$ cat config.mk
export PLATFORM = sky130hd
export DESIGN_NAME = selective_repeat_arq_receiver
export DESIGN_NICKNAME = d
export VERILOG_FILES = /design/src/sv/srarq_pkg.sv /design/src/sv/selective_repeat_arq_receiver.sv /design/src/sv/srarq_ram.sv /design/src/sv/srarq_ctrl.sv /design/src/sv/srarq_dp.sv
export SDC_FILE = /design/constraint.sdc
export NUM_CORES = 1
export LEC_CHECK = 0
export ABC_AREA = 1
export BUFFER_PORTS_ARGS = -buffer_cell sky130_fd_sc_hd__buf_2
export CAP_MARGIN = 20
export CORE_ASPECT_RATIO = 1.75
export CORE_MARGIN = 3
export CORE_UTILIZATION = 44
export CTS_CLUSTER_SIZE = 10
export DETAILED_ROUTE_END_ITERATION = 16
export GPL_TIMING_DRIVEN = 0
export PLACE_DENSITY = 0.61
export SYNTH_ARGS = -nofsm -noshare
export SYNTH_HDL_FRONTEND = slang
export SYNTH_SLANG_ARGS = --single-unit
export TNS_END_PERCENT = 10
$ cat constraint.sdc
create_clock -name clk -period 5.7 [get_ports clk]
set_clock_uncertainty 0.1 [all_clocks]
set_input_delay 0.285 -clock clk [delete_from_list [all_inputs] [get_ports clk]]
set_output_delay 0.285 -clock clk [all_outputs]
set_load 0.1 [all_outputs]
$ cat src/sv/srarq_pkg.sv
// ----------------------------------------------------------------------------
// srarq_pkg
// shared widths, result codes and word types of the selective-repeat receiver
// ----------------------------------------------------------------------------
`default_nettype none

package srarq_pkg;

  // window and payload geometry
  localparam int WINDOW        = 8;
  localparam int PAYLOAD_BYTES = 8;
  localparam int IDX_W         = $clog2(WINDOW);

  // field widths of the frame and result words
  localparam int SEQ_W  = 3;
  localparam int DATA_W = 64;
  localparam int LEN_W  = 4;
  localparam int CHK_W  = 8;
  localparam int KIND_W = 2;
  localparam int SLOT_W = DATA_W + LEN_W;

  // ascii '0' is the base of the check character
  localparam logic [CHK_W-1:0] CHECK_BASE = CHK_W'(48);
  localparam logic [LEN_W-1:0] LEN_MAX    = LEN_W'(PAYLOAD_BYTES);

  // result kinds
  localparam logic [KIND_W-1:0] KIND_DELIVER = KIND_W'(0);
  localparam logic [KIND_W-1:0] KIND_ACK     = KIND_W'(1);
  localparam logic [KIND_W-1:0] KIND_NAK     = KIND_W'(2);

  typedef struct packed {
    logic [SEQ_W-1:0]  seq_num;
    logic [DATA_W-1:0] payload;
    logic [LEN_W-1:0]  payload_len;
    logic [CHK_W-1:0]  check_char;
  } frame_t;

  typedef struct packed {
    logic [KIND_W-1:0] kind;
    logic [SEQ_W-1:0]  number;
    logic [DATA_W-1:0] data_out;
    logic [LEN_W-1:0]  data_len;
    logic              last;
  } result_t;

  // controller to datapath
  typedef struct packed {
    logic load;
    logic emit_nak;
    logic store;
    logic deliver;
    logic ack;
    logic last;
  } dp_cmd_t;

  // datapath to controller
  typedef struct packed {
    logic nak_emit;
    logic store_ok;
    logic will_deliver;
    logic full_next;
  } dp_status_t;

endpackage

`default_nettype wire

$ cat src/sv/selective_repeat_arq_receiver.sv
// ----------------------------------------------------------------------------
// selective_repeat_arq_receiver
// receiver side of selective-repeat arq with an eight-slot reorder window
// ----------------------------------------------------------------------------
// A frame word is taken on a rising edge with start high and busy low. Each
// result word sits on result for exactly one cycle, marked by strobe; the
// receiver of results cannot stall the block, so it must take every word on
// the cycle it appears. A frame that delivers nothing (corrupt, out of order,
// duplicate) keeps busy high through the evaluate state only, and its single
// nak, if any, shows in the cycle after evaluate. A frame that releases N stored
// slots keeps busy high through these steps: evaluate and write the slot ram,
// the registered ram read of the expected slot, one step per delivered slot,
// and the closing ack. The slot ram's read, one slot per cycle, sets the pace
// of a delivery run. The block comes out of reset ready, with no clearing pass.
// ----------------------------------------------------------------------------
`default_nettype none

module selective_repeat_arq_receiver
  import srarq_pkg::*;
(
  input  wire logic   clk,
  input  wire logic   rst,
  input  wire logic   start,
  input  wire frame_t frame,
  output logic        busy,
  output logic        strobe,
  output result_t     result
);

  // command and status between sequencer and datapath
  dp_cmd_t    cmd;
  dp_status_t status;

  // sequencer: idle, evaluate, ram lead cycle, delivery run, ack
  srarq_ctrl u_ctrl (
    .clk    (clk),
    .rst    (rst),
    .start  (start),
    .status (status),
    .busy   (busy),
    .cmd    (cmd)
  );

  // datapath: window state, slot ram and the registered result word
  srarq_dp u_dp (
    .clk    (clk),
    .rst    (rst),
    .frame  (frame),
    .cmd    (cmd),
    .status (status),
    .strobe (strobe),
    .result (result)
  );

endmodule

`default_nettype wire

$ cat src/sv/srarq_ram.sv
// ----------------------------------------------------------------------------
// srarq_ram
// generic single-write, single-read ram with registered read data
// ----------------------------------------------------------------------------
`default_nettype none

module srarq_ram #(
  parameter int WIDTH = 8,
  parameter int DEPTH = 8
) (
  input  wire logic                     clk,
  input  wire logic                     we,
  input  wire logic [$clog2(DEPTH)-1:0] waddr,
  input  wire logic [WIDTH-1:0]         wdata,
  input  wire logic [$clog2(DEPTH)-1:0] raddr,
  output logic      [WIDTH-1:0]         rdata
);

  logic [WIDTH-1:0] mem [DEPTH];

  always_ff @(posedge clk) begin
    if (we) begin
      mem[waddr] <= wdata;
    end
    rdata <= mem[raddr];
  end

endmodule

`default_nettype wire

$ cat src/sv/srarq_ctrl.sv
// ----------------------------------------------------------------------------
// srarq_ctrl
// sequencer of the receiver: evaluate, ram lead, delivery run, closing ack
// ----------------------------------------------------------------------------
`default_nettype none

module srarq_ctrl
  import srarq_pkg::*;
(
  input  wire logic       clk,
  input  wire logic       rst,
  input  wire logic       start,
  input  wire dp_status_t status,
  output logic            busy,
  output dp_cmd_t         cmd
);

  localparam logic [2:0] ST_IDLE  = 3'd0;
  localparam logic [2:0] ST_EVAL  = 3'd1;
  localparam logic [2:0] ST_PREP  = 3'd2;
  localparam logic [2:0] ST_DELIV = 3'd3;
  localparam logic [2:0] ST_ACK   = 3'd4;

  logic [2:0] state;
  logic [2:0] state_next;

  always_comb begin
    cmd        = '0;
    state_next = state;
    case (state)
      ST_IDLE: begin
        if (start) begin
          cmd.load   = 1'b1;
          state_next = ST_EVAL;
        end
      end
      ST_EVAL: begin
        cmd.emit_nak = status.nak_emit;
        cmd.last     = !status.will_deliver;
        cmd.store    = status.store_ok;
        state_next   = status.will_deliver ? ST_PREP : ST_IDLE;
      end
      // slot ram read of the expected slot is in flight
      ST_PREP: begin
        state_next = ST_DELIV;
      end
      ST_DELIV: begin
        cmd.deliver = 1'b1;
        state_next  = status.full_next ? ST_DELIV : ST_ACK;
      end
      ST_ACK: begin
        cmd.ack    = 1'b1;
        cmd.last   = 1'b1;
        state_next = ST_IDLE;
      end
      default: begin
        state_next = ST_IDLE;
      end
    endcase
  end

  always_ff @(posedge clk) begin
    if (rst) begin
      state <= ST_IDLE;
    end else begin
      state <= state_next;
    end
  end

  assign busy = (state != ST_IDLE);

endmodule

`default_nettype wire

$ cat src/sv/srarq_dp.sv
// ----------------------------------------------------------------------------
// srarq_dp
// receiver datapath: frame register, window state, slot ram, result register
// ----------------------------------------------------------------------------
`default_nettype none

module srarq_dp
  import srarq_pkg::*;
(
  input  wire logic    clk,
  input  wire logic    rst,
  input  wire frame_t  frame,
  input  wire dp_cmd_t cmd,
  output dp_status_t   status,
  output logic         strobe,
  output result_t      result
);

  frame_t              frame_q;
  logic [IDX_W-1:0]    expected;
  logic [IDX_W-1:0]    expected_inc;
  logic                nak_out;
  logic [WINDOW-1:0]   slot_full;
  logic                res_valid;
  result_t             res_q;
  result_t             res_next;

  logic [IDX_W-1:0]    seq_idx;
  logic                seq_in_win;
  logic                seq_is_exp;
  logic                corrupt;
  logic [LEN_W-1:0]    len_clip;
  logic [DATA_W-1:0]   data_mask;
  logic [SLOT_W-1:0]   wdata;
  logic [SLOT_W-1:0]   rdata;
  logic [IDX_W-1:0]    raddr;

  // frame register
  always_ff @(posedge clk) begin
    if (cmd.load) begin
      frame_q <= frame;
    end
  end

  assign seq_idx      = IDX_W'(frame_q.seq_num);
  assign seq_in_win   = (32'(frame_q.seq_num) < WINDOW);
  assign seq_is_exp   = (32'(frame_q.seq_num) == 32'(expected));
  assign corrupt      = frame_q.check_char != (CHECK_BASE + CHK_W'(frame_q.payload_len));
  assign expected_inc = (expected == IDX_W'(WINDOW - 1)) ? '0 : expected + 1'b1;

  assign status.nak_emit     = !nak_out && (corrupt || !seq_is_exp);
  assign status.store_ok     = !corrupt && seq_in_win && !slot_full[seq_idx];
  assign status.will_deliver = status.store_ok && (seq_is_exp || slot_full[expected]);
  assign status.full_next    = slot_full[expected_inc];

  // long payloads are cut, bytes past the length are zeroed
  assign len_clip = (frame_q.payload_len > LEN_MAX) ? LEN_MAX : frame_q.payload_len;

  always_comb begin
    data_mask = '0;
    for (int i = 0; i < DATA_W / 8; i++) begin
      data_mask[i*8 +: 8] = (LEN_W'(i) < len_clip) ? 8'hff : 8'h00;
    end
  end

  assign wdata = {len_clip, frame_q.payload & data_mask};

  // during a delivery run the ram already reads the following slot
  assign raddr = cmd.deliver ? expected_inc : expected;

  srarq_ram #(
    .WIDTH (SLOT_W),
    .DEPTH (WINDOW)
  ) u_slot_ram (
    .clk   (clk),
    .we    (cmd.store),
    .waddr (seq_idx),
    .wdata (wdata),
    .raddr (raddr),
    .rdata (rdata)
  );

  // window state
  always_ff @(posedge clk) begin
    if (rst) begin
      expected  <= '0;
      nak_out   <= 1'b0;
      slot_full <= '0;
    end else begin
      if (cmd.emit_nak) begin
        nak_out <= 1'b1;
      end
      if (cmd.ack) begin
        nak_out <= 1'b0;
      end
      if (cmd.store) begin
        slot_full[seq_idx] <= 1'b1;
      end
      if (cmd.deliver) begin
        slot_full[expected] <= 1'b0;
        expected            <= expected_inc;
      end
    end
  end

  // result word
  always_comb begin
    res_next        = '0;
    res_next.number = SEQ_W'(expected);
    res_next.last   = cmd.last;
    if (cmd.emit_nak) begin
      res_next.kind = KIND_NAK;
    end else if (cmd.ack) begin
      res_next.kind = KIND_ACK;
    end else begin
      res_next.kind     = KIND_DELIVER;
      res_next.data_out = rdata[DATA_W-1:0];
      res_next.data_len = rdata[SLOT_W-1:DATA_W];
    end
  end

  always_ff @(posedge clk) begin
    if (rst) begin
      res_valid <= 1'b0;
    end else begin
      res_valid <= cmd.emit_nak || cmd.ack || cmd.deliver;
    end
  end

  always_ff @(posedge clk) begin
    res_q <= res_next;
  end

  assign strobe = res_valid;
  assign result = res_q;

`ifndef SYNTHESIS
  a_idle_exp_empty: assert property (@(posedge clk) disable iff (rst)
    cmd.load |-> !slot_full[expected])
    else $error("expected slot full between frames");

  a_store_empty: assert property (@(posedge clk) disable iff (rst)
    cmd.store |-> (seq_in_win && !slot_full[seq_idx]))
    else $error("store into a full or out-of-window slot");

  a_deliver_full: assert property (@(posedge clk) disable iff (rst)
    cmd.deliver |-> slot_full[expected])
    else $error("delivery from an empty slot");

  a_ack_clears_nak: assert property (@(posedge clk) disable iff (rst)
    cmd.ack |=> (!nak_out && strobe && result.kind == KIND_ACK && result.last))
    else $error("ack did not close the frame or clear the nak");
`endif

endmodule

`default_nettype wire
==> run metrics <==
net count after synthesis approximately 3000; Hold Fails Final Rpt 0; Min Hold Slack approximately 0.25 ns; Die X 204 microns; part of the total power dissipated in combinational logic 0.042; global-route wire length before repair roughly 120000 microns; Die ar. a little over 0.07 sq mm; Data arrival, critical path between 3 and 4 ns; number of standard cells in the final layout excluding fillers 4182; fraction of final layout cells sized beyond drive strength 1 0.113; RSZ-0062 raised after global routing no; number of nets in the layout 3296; starting density of the core 0.445; Max Clk Rate 301 MHz; Critical Path, Cell by Cell nor3_1 -> nand3_1 -> nor2_2 -> nand3_1 -> inv_4 -> buf_16; count of final setup violators 0; clock buffer count from CTS slightly below 90; GRT Util Overall 0.220; power share of the clock group 0.431; number of cells produced by synthesis 2873; startpoint type of the worst setup path flop; count of standard-cell rows around 130; synthesized area between 0.03 and 0.04 sq mm; worst-skew pair later-pin latency approximately 0.65 ns; H-Tree Level Count 3; sequential-to-total area share from yosys stat 0.724; Ys Warns 0; post-synthesis register bit count roughly 780; Core Area between 0.06 and 0.07 sq mm; share of the cycle needed by the critical path after routing 0.583; Critical Path Most Common Cell sky130_fd_sc_hd__nand3_1; leakage power of the design between 15 and 20 nW; total wire length 79500 microns; data required time at the worst endpoint slightly below 6 ns; synth-to-layout area growth 18.5%; cell types with the largest area share after synthesis sky130_fd_sc_hd__edfxtp_1 62%, sky130_fd_sc_hd__nand2_1 15%, sky130_fd_sc_hd__dfxtp_1 10%; WS Path Type reg2reg; global route total overflow 0; post-DP HPWL about 50000 microns; Worst Reg-to-Reg Cells 6; cell type with the largest total area after synthesis sky130_fd_sc_hd__edfxtp_1; net switching power roughly 0.0026 W; antenna-violating nets left 0; final weighted congestion in routability-driven placement around 0.8; final worst path period need roughly 3.3 ns; via count just over 20000; die span in y between 300 and 400 microns; Max IR drop VDD between 0.2 and 0.25 mV; Flop pwr share 0.526; synth unique cells 24; met1 track demand over resource 0.256; start point of the worst min-delay path frame[17]; clock tree root driver cell sky130_fd_sc_hd__clkbuf_16; Largest delay share family, worst path simple AND/OR/NAND/NOR gates; Clk pin slew, worst setup/hold paths 0.05 ns; cell internal pwr roughly 0.0093 W; Num Clock Sinks 781; Routed wire per std cell about 19 microns; final std cell area, no fill between 0.03 and 0.04 sq mm; cell with the largest stage delay on the worst path sky130_fd_sc_hd__nor3_1; maximum number of pins on one net before global-route repair 51; per-instance average area after synthesis between 10 and 15 sq um; area share of the largest cell type after synthesis 0.620; Max Fanout on Critical Path between 40 and 50; hold endpoint u_dp.frame_q[17]$_DFFE_PP_; via density per instance 4.87; Antenna diodes 0; slew at the pin with the worst max-slew slack 1.07 ns; tightest slew margin relative to the limit 0.286; router iterations before antenna repair 6; number of placed instances with taps included just under 4000; worst min-delay path category in2reg; outcome finished clean; worst path buffer plus inverter count 2; global routing met2 resource utilization 0.397; worst-case clock buffer depth 3; number of top-level design ports between 150 and 200; Iter 0 DRT Violations around 1600; R2R setup slack between 2 and 2.5 ns; RR Endpoint u_dp.u_slot_ram.mem[1][38]$_DFFE_PP_; via count of the first global-routing pass 20500; first element of the critical path u_dp.frame_q[7]$_DFFE_PP_; Power Dens Cells between 300 and 400 mW/mm^2; endpoint type of the worst setup path flop; Net Sw Frac 0.220; worst r2r src u_dp.frame_q[7]$_DFFE_PP_; Slew Viols, Final 0; DRC Markers 0; DP Area between 0.03 and 0.04 sq mm; input/output buffers roughly 160; CTS tree done; number of max-capacitance violations reported 0; global route hottest layer met2; delay contributed by the slowest stage of the critical path about 0.6 ns; met3 track demand over resource 0.0300; post-CTS setup buffer count 0; antenna violations before repair 0; cell depth of the worst hold path 2
[placed cells by master, fill, tap and decap left out, types with 11 or more instances in the layout]
cell	n
sky130_fd_sc_hd__a21oi_1	11
sky130_fd_sc_hd__edfxtp_1	623
sky130_fd_sc_hd__nor2_1	186
sky130_fd_sc_hd__dlygate4sd3_1	81
sky130_fd_sc_hd__dfxtp_1	158
sky130_fd_sc_hd__o21ai_1	68
sky130_fd_sc_hd__clkbuf_16	88
sky130_fd_sc_hd__buf_2	236
sky130_fd_sc_hd__nand3_1	91
sky130_fd_sc_hd__inv_1	374
sky130_fd_sc_hd__nand2_1	1185
sky130_fd_sc_hd__nor3_1	12
sky130_fd_sc_hd__clkbuf_1	102
[synth_stat cells, drive strengths merged]
library cell  number
o41ai              8
inv              385
o21ai             76
buf               87
edfxtp           623
nor2             191
nand2           1186
clkbuf            36
nor3              12
ha                 2
xnor2              4
nand3             91
a31oi              1
xor2               1
dfxtp            158
a21oi             12
[how the worst max path moves through the flow]
stage	cells past startpoint	slack (ns)	endpoint
floorplan	3	0.23	u_dp.frame_q[0]$_DFFE_PP_
global placement	3	-1.07	u_dp.frame_q[47]$_DFFE_PP_
detailed placement	6	2.32	u_dp.u_slot_ram.mem[4][29]$_DFFE_PP_
CTS	6	2.32	u_dp.u_slot_ram.mem[4][35]$_DFFE_PP_
global route	6	2.20	u_dp.u_slot_ram.mem[4][28]$_DFFE_PP_
finish	6	2.38	u_dp.u_slot_ram.mem[1][38]$_DFFE_PP_
[flip-flops by register name (all words and copies together), names as in the netlist]
name / cells
u_ctrl.state: 3
u_dp.expected: 3
u_dp.frame_q: 76
u_dp.nak_out: 1
u_dp.result: 74
u_dp.seq_idx: 3
u_dp.slot_full: 8
u_dp.strobe: 1
u_dp.u_slot_ram.mem: 544
u_dp.u_slot_ram.rdata: 68
[what timing repair did]
| item | 4_1_cts | 5_1_grt |
|---|---|---|
| resized for setup | 0 | 0 |
| hold endpoints to repair | 85 | 0 |
| hold buffers | 81 | 0 |
[layout make-up]
| cell class | instances | area [sq um] |
|---|---|---|
| Buffer | 123 | 576 |
| Clock buffer | 156 | 2480 |
| Clock inverter | 8 | 85.1 |
| Fill cell | 5908 | 32000 |
| Inverter | 385 | 1470 |
| Multi-Input combinational cell | 1584 | 6320 |
| Sequential cell | 781 | 21900 |
| Tap cell | 896 | 1120 |
| Timing Repair Buffer | 249 | 1870 |
[worst reg2reg max path, stage by stage, from the launching register on]
cell                       delay (ns)
sky130_fd_sc_hd__edfxtp_1        0.35
sky130_fd_sc_hd__nor3_1          0.60
sky130_fd_sc_hd__nand3_1         0.34
sky130_fd_sc_hd__nor2_2          0.48
sky130_fd_sc_hd__nand3_1         0.23
sky130_fd_sc_hd__inv_4           0.48
sky130_fd_sc_hd__buf_16          0.36
[cell families after synthesis]
logic type	after synthesis	synth area share
AOI/OAI and AO/OA	97	0.0179
DFF	781	0.724
buffers and inverters	508	0.0669
adders and majority gates	2	0.000829
and+or+nand+nor	1480	0.189
xor gates and xnor gates	5	0.00145
[through the flow]
| stage | total power, W | TNS (ns) | utilization | worst slack [ns] |
|---|---|---|---|---|
| after CTS | 0.0120 | 0 | 0.528 | 2.32 |
| after global routing | 0.0123 | 0 | 0.528 | 2.20 |
| after global placement | 0.00684 | -82.23 | 0.474 | -1.07 |
| after floorplan | 0.00669 | 0 | - | 0.226 |
| final | 0.0119 | 0 | 0.528 | 2.38 |
| after detailed placement | 0.00685 | 0 | 0.478 | 2.32 |
[power by group through the flow]
stage | clock (W) | sequential, W | combinational, W
final | 0.00514 | 0.00627 | 0.000504
after CTS | 0.00524 | 0.00627 | 0.000507
after global routing | 0.00549 | 0.00627 | 0.000535
after detailed placement | 0 | 0.00639 | 0.000463
after global placement | 0 | 0.00640 | 0.000443
after floorplan | 0 | 0.00656 | 0.000126
[metal layers]
layer,part of all wire,wire (microns)
met2,0.51,40800
met3,0.063,4990
met1,0.38,30100
met4,0.046,3700
met5,0,0
Note: power is estimated with default switching activity, not from simulation.
